**src/sv/base64_stream_encoder_top_macros.svh**
```systemverilog
// assertion macros for the base64 stream encoder
`ifndef BASE64_STREAM_ENCODER_TOP_MACROS_SVH
`define BASE64_STREAM_ENCODER_TOP_MACROS_SVH
`ifndef SYNTH
// same-cycle implication, sampled on clk_i, off during reset
`define B64E_ASSERT_NOW(name, ante, cons) \
  name: assert property (@(posedge clk_i) disable iff (!rst_ni) (ante) |-> (cons)) \
    else $error("b64e assertion failed");
// next-cycle implication, sampled on clk_i, off during reset
`define B64E_ASSERT_NEXT(name, ante, cons) \
  name: assert property (@(posedge clk_i) disable iff (!rst_ni) (ante) |=> (cons)) \
    else $error("b64e assertion failed");
`else
`define B64E_ASSERT_NOW(name, ante, cons)
`define B64E_ASSERT_NEXT(name, ante, cons)
`endif
`endif

```
**src/sv/b64e_pkg.sv**
```systemverilog
`timescale 1ns / 1ps
package b64e_pkg;

  // default depth of the job queue between front and back
  localparam int unsigned QueueDepth = 2;

  // padding character '='
  localparam logic [7:0] PAD_CHAR = 8'h3D;

  // input item
  typedef struct packed {
    logic [7:0] data_byte;
    logic       final_byte;
  } in_item_t;

  // output item
  typedef struct packed {
    logic [7:0] out_char;
    logic       run_last;
    logic       message_end;
  } out_item_t;

  // one byte's work: two sextets, index of its last character, final flag
  typedef struct packed {
    logic [5:0] sextet0;
    logic [5:0] sextet1;
    logic [1:0] last_idx;
    logic       fin;
  } job_t;

  // standard alphabet lookup
  function automatic logic [7:0] sextet_char(input logic [5:0] v);
    logic [7:0] w;
    w = {2'b00, v};
    if (v < 6'd26) begin
      return w + 8'd65;
    end else if (v < 6'd52) begin
      return w + 8'd71;
    end else if (v < 6'd62) begin
      return w - 8'd4;
    end else if (v == 6'd62) begin
      return 8'h2B;
    end else begin
      return 8'h2F;
    end
  endfunction

endpackage

```
**src/sv/b64e_front.sv**
```systemverilog
`timescale 1ns / 1ps
module b64e_front (
  input  logic              clk_i,
  input  logic              rst_ni,
  input  logic              push_i,
  input  logic              full_i,
  input  b64e_pkg::in_item_t in_item_i,
  output logic              job_wr_o,
  output b64e_pkg::job_t    job_o
);

  localparam logic [1:0] PH_START  = 2'd0;
  localparam logic [1:0] PH_SECOND = 2'd1;
  localparam logic [1:0] PH_THIRD  = 2'd2;

  logic [1:0] phase_q, phase_d;
  logic [3:0] left_q, left_d;
  logic [7:0] b;
  logic       fin;
  logic       accept;

  assign accept   = push_i && !full_i;
  assign job_wr_o = accept;
  assign b        = in_item_i.data_byte;
  assign fin      = in_item_i.final_byte;

  // split the byte into sextets according to the group position
  always_comb begin
    job_o     = '0;
    job_o.fin = fin;
    phase_d   = phase_q;
    left_d    = left_q;
    case (phase_q)
      PH_SECOND: begin
        job_o.sextet0  = {left_q[1:0], b[7:4]};
        job_o.sextet1  = {b[3:0], 2'b00};
        job_o.last_idx = fin ? 2'd2 : 2'd0;
        phase_d        = PH_THIRD;
        left_d         = b[3:0];
      end
      PH_THIRD: begin
        job_o.sextet0  = {left_q, b[7:6]};
        job_o.sextet1  = b[5:0];
        job_o.last_idx = 2'd1;
        phase_d        = PH_START;
        left_d         = 4'd0;
      end
      default: begin
        job_o.sextet0  = b[7:2];
        job_o.sextet1  = {b[1:0], 4'b0000};
        job_o.last_idx = fin ? 2'd3 : 2'd0;
        phase_d        = PH_SECOND;
        left_d         = {2'b00, b[1:0]};
      end
    endcase
    if (fin) begin
      phase_d = PH_START;
      left_d  = 4'd0;
    end
  end

  // group position and leftover bits
  always_ff @(posedge clk_i or negedge rst_ni) begin
    if (!rst_ni) begin
      phase_q <= PH_START;
      left_q  <= 4'd0;
    end else if (accept) begin
      phase_q <= phase_d;
      left_q  <= left_d;
    end
  end

endmodule

```
**src/sv/b64e_fifo.sv**
```systemverilog
`timescale 1ns / 1ps
module b64e_fifo #(
  parameter int unsigned Depth = b64e_pkg::QueueDepth
) (
  input  logic           clk_i,
  input  logic           rst_ni,
  input  logic           wr_i,
  input  b64e_pkg::job_t wr_data_i,
  output logic           full_o,
  input  logic           rd_i,
  output b64e_pkg::job_t rd_data_o,
  output logic           empty_o
);

  localparam int unsigned PtrW = (Depth > 1) ? $clog2(Depth) : 1;
  localparam int unsigned CntW = $clog2(Depth + 1);
  localparam logic [PtrW-1:0] PtrMax = PtrW'(Depth - 1);

  b64e_pkg::job_t mem_q [Depth];
  logic [PtrW-1:0] wr_ptr_q, rd_ptr_q;
  logic [CntW-1:0] cnt_q;

  assign full_o    = (cnt_q == CntW'(Depth));
  assign empty_o   = (cnt_q == '0);
  assign rd_data_o = mem_q[rd_ptr_q];

  // storage
  always_ff @(posedge clk_i) begin
    if (wr_i) begin
      mem_q[wr_ptr_q] <= wr_data_i;
    end
  end

  // pointers and fill count
  always_ff @(posedge clk_i or negedge rst_ni) begin
    if (!rst_ni) begin
      wr_ptr_q <= '0;
      rd_ptr_q <= '0;
      cnt_q    <= '0;
    end else begin
      if (wr_i) begin
        wr_ptr_q <= (wr_ptr_q == PtrMax) ? '0 : wr_ptr_q + 1'b1;
      end
      if (rd_i) begin
        rd_ptr_q <= (rd_ptr_q == PtrMax) ? '0 : rd_ptr_q + 1'b1;
      end
      if (wr_i && !rd_i) begin
        cnt_q <= cnt_q + 1'b1;
      end else if (rd_i && !wr_i) begin
        cnt_q <= cnt_q - 1'b1;
      end
    end
  end

endmodule

```
**src/sv/b64e_back.sv**
```systemverilog
`timescale 1ns / 1ps
module b64e_back (
  input  logic                clk_i,
  input  logic                rst_ni,
  input  logic                job_empty_i,
  input  b64e_pkg::job_t      job_i,
  output logic                job_rd_o,
  input  logic                pop_i,
  output logic                empty_o,
  output b64e_pkg::out_item_t out_item_o
);

  localparam logic [1:0] IDX_FIRST  = 2'd0;
  localparam logic [1:0] IDX_SECOND = 2'd1;

  b64e_pkg::job_t      cur_q;
  logic                cur_valid_q, cur_valid_d;
  logic [1:0]          idx_q, idx_d;
  logic                out_valid_q, out_valid_d;
  b64e_pkg::out_item_t out_q, out_d;
  logic                is_last;
  logic                out_load;
  logic                out_take;

  assign is_last  = (idx_q == cur_q.last_idx);
  assign out_take = pop_i && out_valid_q;
  assign out_load = cur_valid_q && (!out_valid_q || out_take);
  assign job_rd_o = !job_empty_i && (!cur_valid_q || (out_load && is_last));

  assign empty_o    = !out_valid_q;
  assign out_item_o = out_q;

  // character for the current position of the job
  always_comb begin
    case (idx_q)
      IDX_FIRST:  out_d.out_char = b64e_pkg::sextet_char(cur_q.sextet0);
      IDX_SECOND: out_d.out_char = b64e_pkg::sextet_char(cur_q.sextet1);
      default:    out_d.out_char = b64e_pkg::PAD_CHAR;
    endcase
    out_d.run_last    = is_last;
    out_d.message_end = is_last && cur_q.fin;
  end

  // next control state
  always_comb begin
    cur_valid_d = cur_valid_q;
    idx_d       = idx_q;
    if (job_rd_o) begin
      cur_valid_d = 1'b1;
      idx_d       = IDX_FIRST;
    end else if (out_load) begin
      idx_d = idx_q + 1'b1;
      if (is_last) begin
        cur_valid_d = 1'b0;
      end
    end
    out_valid_d = out_valid_q;
    if (out_load) begin
      out_valid_d = 1'b1;
    end else if (out_take) begin
      out_valid_d = 1'b0;
    end
  end

  // job and output payload
  always_ff @(posedge clk_i) begin
    if (job_rd_o) begin
      cur_q <= job_i;
    end
    if (out_load) begin
      out_q <= out_d;
    end
  end

  // control state
  always_ff @(posedge clk_i or negedge rst_ni) begin
    if (!rst_ni) begin
      cur_valid_q <= 1'b0;
      idx_q       <= IDX_FIRST;
      out_valid_q <= 1'b0;
    end else begin
      cur_valid_q <= cur_valid_d;
      idx_q       <= idx_d;
      out_valid_q <= out_valid_d;
    end
  end

endmodule

```
**src/sv/base64_stream_encoder_top.sv**
```systemverilog
`timescale 1ns / 1ps
// a byte goes through the job queue, the job register and the output register
// throughput: one character per cycle through the output register while pop is held;
//   a byte makes one or two characters, up to four for a final byte starting a group
// a job queue of QueueDepth entries lets the input run ahead of the output
// reset (rst_ni low, asynchronous) empties the queue and output, and restarts the group
`include "base64_stream_encoder_top_macros.svh"
module base64_stream_encoder_top #(
  parameter int unsigned QueueDepth = b64e_pkg::QueueDepth
) (
  input  logic                clk_i,
  input  logic                rst_ni,
  input  logic                push,
  output logic                full,
  input  b64e_pkg::in_item_t  in_item_i,
  output logic                empty,
  input  logic                pop,
  output b64e_pkg::out_item_t out_item_o
);

  logic           job_wr;
  b64e_pkg::job_t job_wr_data;
  logic           job_full;
  logic           job_rd;
  b64e_pkg::job_t job_rd_data;
  logic           job_empty;

  assign full = job_full;

  // input side: group tracking
  b64e_front u_front (
    .clk_i     (clk_i),
    .rst_ni    (rst_ni),
    .push_i    (push),
    .full_i    (job_full),
    .in_item_i (in_item_i),
    .job_wr_o  (job_wr),
    .job_o     (job_wr_data)
  );

  // job queue
  b64e_fifo #(
    .Depth (QueueDepth)
  ) u_fifo (
    .clk_i     (clk_i),
    .rst_ni    (rst_ni),
    .wr_i      (job_wr),
    .wr_data_i (job_wr_data),
    .full_o    (job_full),
    .rd_i      (job_rd),
    .rd_data_o (job_rd_data),
    .empty_o   (job_empty)
  );

  // output side: one character per cycle while pop is held
  b64e_back u_back (
    .clk_i       (clk_i),
    .rst_ni      (rst_ni),
    .job_empty_i (job_empty),
    .job_i       (job_rd_data),
    .job_rd_o    (job_rd),
    .pop_i       (pop),
    .empty_o     (empty),
    .out_item_o  (out_item_o)
  );

  // queue never overrun or underrun
  `B64E_ASSERT_NOW(a_no_overrun, job_wr, !job_full)
  `B64E_ASSERT_NOW(a_no_underrun, job_rd, !job_empty)
  // a final byte always yields at least two characters
  `B64E_ASSERT_NOW(a_final_two, job_wr && job_wr_data.fin, job_wr_data.last_idx != 2'd0)
  // a taken item leaves the queue non-empty next cycle
  `B64E_ASSERT_NEXT(a_queued, job_wr && !job_rd, !job_empty)

endmodule
```
**config.mk**
```make
export PLATFORM = sky130hd
export DESIGN_NAME = base64_stream_encoder_top
export DESIGN_NICKNAME = d
export VERILOG_FILES = /design/src/sv/b64e_pkg.sv /design/src/sv/b64e_front.sv /design/src/sv/b64e_fifo.sv /design/src/sv/b64e_back.sv /design/src/sv/base64_stream_encoder_top.sv
export VERILOG_INCLUDE_DIRS = /design/src /design/src/sv
export SDC_FILE = /design/constraint.sdc
export NUM_CORES = 1
export LEC_CHECK = 0
export ABC_AREA = 1
export ABC_CLOCK_PERIOD_IN_PS = 2200
export BUFFER_PORTS_ARGS = -buffer_cell sky130_fd_sc_hd__buf_2
export CAP_MARGIN = 20
export CORE_ASPECT_RATIO = 1.5
export CORE_UTILIZATION = 40
export DETAILED_ROUTE_END_ITERATION = 8
export PLACE_DENSITY = 0.59
export SETUP_SLACK_MARGIN = 0.3
export SLEW_MARGIN = 20
export SYNTH_ARGS = -nofsm -noshare
export SYNTH_HDL_FRONTEND = slang
export SYNTH_SLANG_ARGS = --single-unit
```
**constraint.sdc**
```tcl
create_clock -name clk_i -period 2.2 [get_ports clk_i]
set_input_delay 0 -clock clk_i [delete_from_list [all_inputs] [get_ports clk_i]]
set_output_delay 0 -clock clk_i [all_outputs]
set_load 0.005 [all_outputs]
```
==> results of run 1 <==
==> Yosys cell counts (2+ instances only) <==
master and instances:
a211oi_1 2, a21oi_1 2, buf_2 3, clkbuf_1 4
dfrtp_1 14, edfxtp_1 55, ha_1 17, inv_1 56
nand2_1 124, nand2_2 4, nand3_1 22, nand4_1 2
nor2_1 25, nor2_4 2, o211ai_1 6, o21ai_0 11
o21ai_2 2, o221ai_1 9, o22ai_1 6, xnor2_1 4
xor2_1 7
==> cells in the final DEF (no fill, tap or decap), drive strengths merged, types with 4 or more instances in the layout <==
cell and n:
xnor2 4, xor2 7, clkbuf 11, buf 38, nor2 27, inv 58, o221ai 9, dfrtp 14
dlygate4sd3 7, o22ai 6, o211ai 6, o21ai 13, nand3 22, edfxtp 55, ha 17, nand2 129
==> final timing paths <==
check                                                 endpoint  cells past startpoint
worst max-delay path            u_back.out_item_o[4]$_DFFE_PP_                      9
worst min-delay path             u_fifo.mem_q[0][12]$_DFFE_PP_                      3
worst max register to register  u_back.out_item_o[4]$_DFFE_PP_                      9
worst min register to register       u_back.cur_q[0]$_DFFE_PP_                      2
max in group asynchronous          u_back.idx_q[1]$_DFFE_PN0P_                      2
min in group asynchronous       u_front.phase_q[0]$_DFFE_PN0P_                      2
==> where the power goes <==
part	switching, mW	leakage, nW	internal (mW)
sequential	0.347	0.698	2.22
combinational	1.88	1.12	1.17
clock	0.529	0.166	1.14
==> per-layer routing <==
metal / GRT usage / vias up / wire length [um] / part of all wire
li1: - / 1368 / - / -
met1: 0.149 / 1189 / 2640 / 0.37
met2: 0.310 / 49 / 3910 / 0.55
met3: 0.0347 / 23 / 194 / 0.027
met4: 0.126 / 0 / 322 / 0.046
met5: 0 / - / 0 / 0
==> final cells by class <==
| cell class | instances | area, um2 |
|---|---|---|
| tap | 110 | 138 |
| clock buffer | 11 | 243 |
| timing repair buffer | 45 | 295 |
| fill | 809 | 4410 |
| sequential | 69 | 2000 |
| inverter | 58 | 218 |
| clock inverter | 5 | 106 |
| multi-input combinational | 252 | 1360 |
==> registers in the layout, indices dropped and copies added (netlist names) <==
name,flops
u_back.idx_q,2
u_fifo.rd_ptr_q,1
u_fifo.wr_ptr_q,1
u_back.out_valid_q,1
u_fifo.cnt_q,2
u_back.cur_q,15
u_fifo.mem_q,30
u_back.cur_valid_q,1
u_back.out_item_o,10
u_front.left_q,4
u_front.phase_q,2
==> worst max-delay path, cell delays in order, from the launching register on <==
cell and delay [ns]:
edfxtp_1 0.48, ha_1 0.29, inv_1 0.10, nand2_1 0.07, nand2_1 0.06, nand2_1 0.14, o21ai_0 0.18, inv_1 0.05
nand2_1 0.10, nand3_1 0.08
==> stage by stage <==
stage	hold slack [ns]	instances
detailed placement	-0.0787	519
floorplan	-0.296	386
CTS	0.0167	542
global route	0.0369	550
global placement	-0.0806	519
finish	0.0363	550
==> kinds of logic (layout without fill, tap and decap cells) <==
kind of cell | count (synthesis) | in the layout | synth area share
adders and majority gates | 17 | 17 | 0.0591
AOI/OAI and AO/OA | 41 | 41 | 0.0789
xor gates and xnor gates | 11 | 11 | 0.0268
DFF | 69 | 69 | 0.556
buffers and inverters | 65 | 119 | 0.0688
and+or+nand+nor | 183 | 183 | 0.211
==> what timing repair did <==
action,4_1_cts,5_1_grt
hold buffers,7,0
hold endpoints to repair,21,0
endpoints found under the setup margin,0,22
setup buffers,0,8
gates resized for setup,0,2
==> impl_results.md, run 1 <==
* Crit share post-route at 0.814
* Pin count of the biggest net entering global routing at 18
* Number of standard cells after synthesis at 386
* Global-route total usage across every layer at 0.167
* Source-to-sink clock delay at the later pin of the worst-skew pair at 0.33 ns
* Gpl congestion at 0.868
* Total number of clock tree sinks at 69
* Netlist cell types at 30
* Primary flip-flop cell chosen by synthesis mapping: edfxtp_1
* Crit Reg-Reg Startpoint: u_back.cur_q[11]$_DFFE_PP_
* Maximum fanout along the worst path at 7
* First-pass GRT wire length at 11.7 mm
* Power per Cell Area at 1670 nW/um2
* Peak supply drop at 0.000849 V
* Final layout net count at 465
* Class of the tightest hold or removal check: in -> reg
* Drt first pass iters at 4
* Count of vias placed by the detailed router at 2629
* Class of the most critical setup path: reg -> reg
* Initial Utilization at 0.410
* Post-place setup slack at 0.359 ns
* I/O pins at 25
* Post-Route Utilization at 0.497
* Clock period minus final worst setup slack at 1.79 ns
* Number of failing setup endpoints in the final timing report at 0
* Combined area of all synthesized cells at 3600 um2
* Hold violation total from the final report at 0
* HPWL reported at the end of detailed placement at 5.33 mm
* Iter 0 DRT Violations at 107
* Aggregate negative setup slack at 0 ns
* RSZ-0062 raised after global routing: true
* Count of yosys warnings during synthesis at 0
* Die Width at 79.5 um
* Post-route cell area at 4370 um2
* Full die area at 9390 um2
* First element of the critical path: u_back.cur_q[11]$_DFFE_PP_
* Run status: finished clean
* Data required, critical path at 2.28 ns
* Vias per cell at 4.78
* Headroom to the max-slew limit at 0.620
* EDFF count, synth at 55
* Total CTS buffers at 9
* Syn_nets at 416
* Flop2flop setup slack at 0.41 ns
* Number of slew-limit violations in the final report at 0
* Average wire per cell in the routed design at 12.9 um
* Proportion of netlist area held by the largest area contributor at 0.459
* Critical path endpoint category: flip-flop
* Root Buffer Master: clkbuf_16
* Static leakage at 1.98 nW
* Transition time at the pin with the least slew margin at 0.569 ns
* Leading cell types by total area after synthesis: edfxtp_1, nand2_1, dfrtp_1, ha_1, inv_1
* Number of rows created at floorplan at 42
* Deepest clock path buffer count at 2
* Flip-flop and latch count after synthesis at 69
* TritonCTS clock tree: yes
* Maximum Capacitance Violations at 0
* Clock Skews at 0.00338 ns
* Fmax at 559 MHz
* Number of antenna diodes at 0
* Worst setup slack after layout at 0.410 ns
* Startpoint of the tightest hold check path: in_item_i[8]
* Per-instance average area after synthesis at 9.33 um2
* Arrival time worst endpoint at 1.87 ns
* Antenna violations before repair at 0
* Final WL at 7.07 mm
* Cell area after placement at 3870 um2
* Clock-pin slew on the worst setup and hold paths at 0.05 ns
* Clock H-tree levels at 3
* Detail Route Antenna Nets at 0
* Share of synthesized registers carrying an async set or reset at 0.203
* Number of remaining DRC errors at 0
* Proportion of synthesized chip area in sequential cells at 0.556
* Share of final-layout standard cells stronger than drive strength 1 at 0.152
* Area delta synth->final at 21.2%
* Number of global-route vias before repair at 2735
* GRT Residual Overflow at 0
* Buffers added on ports at 24
* Total Power Consumption at 7.29 mW
* Sort of element at the start of the critical path: flip-flop
* Post-synthesis cell type with the largest combined area: edfxtp_1
* Placeable core area at 8780 um2
* Overall die height at 118 um
(Power assumes the default switching activity.)
==> run 2, diff against run 1 <==
--- a/config.mk
+++ b/config.mk
@@ -7,13 +7,13 @@
 export NUM_CORES = 1
 export LEC_CHECK = 0
 export ABC_AREA = 1
-export ABC_CLOCK_PERIOD_IN_PS = 2200
+export ABC_CLOCK_PERIOD_IN_PS = 1630
 export BUFFER_PORTS_ARGS = -buffer_cell sky130_fd_sc_hd__buf_2
 export CAP_MARGIN = 20
 export CORE_ASPECT_RATIO = 1.5
 export CORE_UTILIZATION = 40
 export DETAILED_ROUTE_END_ITERATION = 8
-export PLACE_DENSITY = 0.59
+export PLACE_DENSITY = 0.61
 export SETUP_SLACK_MARGIN = 0.3
 export SLEW_MARGIN = 20
 export SYNTH_ARGS = -nofsm -noshare
==> constraint.sdc (replaced) <==
create_clock -name clk_i -period 1.63 [get_ports clk_i]
set_input_delay 0 -clock clk_i [delete_from_list [all_inputs] [get_ports clk_i]]
set_output_delay 0 -clock clk_i [all_outputs]
set_load 0.005 [all_outputs]
==> run 2 against run 1 <==
The flow now finishes with violations (setup timing). Die area is the same. Power grew 73%. Clock power grew 4%. Maximum frequency grew 4.9%. Count of clock-buffer cells in the layout grew 2. Wire length grew 28%. Sequential share of layout area shrank 8.2 points. Sequential power grew 33%. Clock skew grew 0.0019 ns. Non-clock buffer count grew 50. Highest routed layer unchanged.
==> impl_results.md, run 2 (same netlist as run 1, synthesis figures left out) <==
* Run status: finished, violations left
* Failing checks: setup timing
* Class of the tightest hold or removal check: in -> reg
* Class of the most critical setup path: reg -> reg
* Clock-pin slew on the worst setup and hold paths at 0.05 ns
* Final WL at 9.06 mm
* Stage delay of the slowest cell on the critical path at 0.40 ns
* Global-route total usage across every layer at 0.189
* Post-Route Utilization at 0.605
* Worst-path cell chain: xnor2_1, nand2_1, o21ai_2, nand2_2, ha_4, a21oi_2, o21ai_2, xor2_1
* Flip-flop count of the largest register, all copies and words added at 30
* Vias per cell at 4.97
* Number of slew-limit violations in the final report at 0
* Number of remaining DRC errors at 0
* Initial Utilization at 0.410
* Iter 0 DRT Violations at 106
* Die Width at 79.5 um
* Full die area at 9390 um2
* Commonest cells after routing, fill and taps aside: nand2_1, edfxtp_1, buf_4
* Clock period minus final worst setup slack at 1.71 ns
* TritonCTS clock tree: yes
* Crit share post-route at 1.05
* Maximum Capacitance Violations at 0
* Total CTS buffers at 9
* Count of vias placed by the detailed router at 2984
* Hold violation total from the final report at 0
* Number of buffer and inverter stages on the critical path at 0
* Transition time at the pin with the least slew margin at 0.478 ns
* Source-to-sink clock delay at the later pin of the worst-skew pair at 0.33 ns
* Final hold slack at 0.0282 ns
* HPWL reported at the end of detailed placement at 5.55 mm
* First-pass GRT wire length at 13.4 mm
* Area of the multi-input gates at 1820 um2
* Antenna violations before repair at 0
* Largest reg by FF count: u_fifo.mem_q
* Total Power Consumption at 12.6 mW
* Root Buffer Master: clkbuf_16
* Cell with the largest stage delay on the worst path: dfrtp_1
* I/O pins at 25
* Average wire per cell in the routed design at 15.1 um
* Drt first pass iters at 4
* Deepest clock path buffer count at 2
* Clock Skews at 0.00530 ns
* Fmax at 586 MHz
* Area delta synth->final at 47.5%
* Detail Route Antenna Nets at 0
* Number of global-route vias before repair at 2959
* Number of antenna diodes at 0
* RSZ-0062 raised after global routing: true
* Placeable core area at 8780 um2
* Total number of clock tree sinks at 69
* Static leakage at 2.32 nW
* Pin count of the biggest net entering global routing at 17
* Worst setup slack after layout at -0.0758 ns
* Overall die height at 118 um
* Clock H-tree levels at 3
* Final layout net count at 516
* Buffers added on ports at 24
* GRT Residual Overflow at 0
* Data required, critical path at 1.84 ns
* Maximum fanout along the worst path at 3
* Sort of element at the start of the critical path: flip-flop
* Number of rows created at floorplan at 42
* Critical path endpoint category: flip-flop
* Most common cell after layout, fill and taps aside: nand2_1
* Storage element area at 2000 um2
* Peak supply drop at 0.00147 V
* Share of final-layout standard cells stronger than drive strength 1 at 0.409
* Power per Cell Area at 2370 nW/um2
* Gpl congestion at 0.880
* Delay-heaviest family, CP: flip-flops
* Arrival time worst endpoint at 1.91 ns
* Headroom to the max-slew limit at 0.681
* Number of filler instances in the final layout at 660
* Crit path top cell by count: o21ai_2
* Number of failing setup endpoints in the final timing report at 10
==> run 2: layout make-up <==
type                    count  share of cell area
flip-flops and latches     69               0.377
inverters                  58              0.0464
clock buffers              13              0.0471
clock inverters             3             0.00236
repair buffers             95               0.158
multi-input cells         253               0.343
well taps                 110              0.0259
==> run 2: power breakdown <==
group	leakage [nW]	total [mW]	switching, mW	internal [mW]
registers	0.698	3.41	0.413	2.99
clock network	0.129	1.73	0.667	1.06
logic	1.50	7.48	3.92	3.56
total	2.32	12.6	5.00	7.61
==> run 2: final timing paths <==
path / from / endpoint / slack [ns] / cells after the start
setup / recovery: u_back.idx_q[0]$_DFFE_PN0P_ / u_fifo.cnt_q[1]$_DFFE_PN0P_ / -0.08 / 8
hold / removal: in_item_i[7] / u_fifo.mem_q[1][11]$_DFFE_PP_ / 0.03 / 3
setup reg to reg: u_back.idx_q[0]$_DFFE_PN0P_ / u_fifo.cnt_q[1]$_DFFE_PN0P_ / -0.08 / 8
max in group asynchronous: rst_ni / u_front.phase_q[0]$_DFFE_PN0P_ / 1.24 / 2
min in group asynchronous: rst_ni / u_back.out_valid_q$_DFFE_PN0P_ / 0.11 / 2
hold reg to reg: u_fifo.mem_q[0][11]$_DFFE_PP_ / u_back.cur_q[11]$_DFFE_PP_ / 0.51 / 2
==> run 2: through the flow <==
step	TNS [ns]	cell area (um2)	setup slack, ns	std cells
global placement	0	4210	0.0297	544
detailed placement	-0.0494	4210	-0.0317	544
finish	-0.128	5310	-0.0758	601
global route	-1.75	5310	-0.151	601
floorplan	0	3730	0.00396	386
CTS	0	4950	0.0105	590
==> run 2: timing repair <==
action / in CTS / in global routing
hold buffers: 8 / 0
gates cloned: 3 / 1
setup buffers: 19 / 10
setup endpoints to repair: 69 / 77
pin swaps: 19 / 27
resized for setup: 56 / 60
endpoints found under the hold margin: 23 / 0
==> run 2: layer usage <==
metal / vias to the layer above / global-route usage / wire (um)
met4: 0 / 0.109 / 463
met2: 73 / 0.360 / 5340
met5: - / 0 / 0
met3: 35 / 0.0432 / 252
met1: 1397 / 0.175 / 3010
li1: 1479 / - / -
==> run 2: worst min-delay path, delay by kind of cell <==
kind	cells	cell delay, ns
simple gates	1	0.06
compound gates	1	0.06
buf+inv	1	0.12
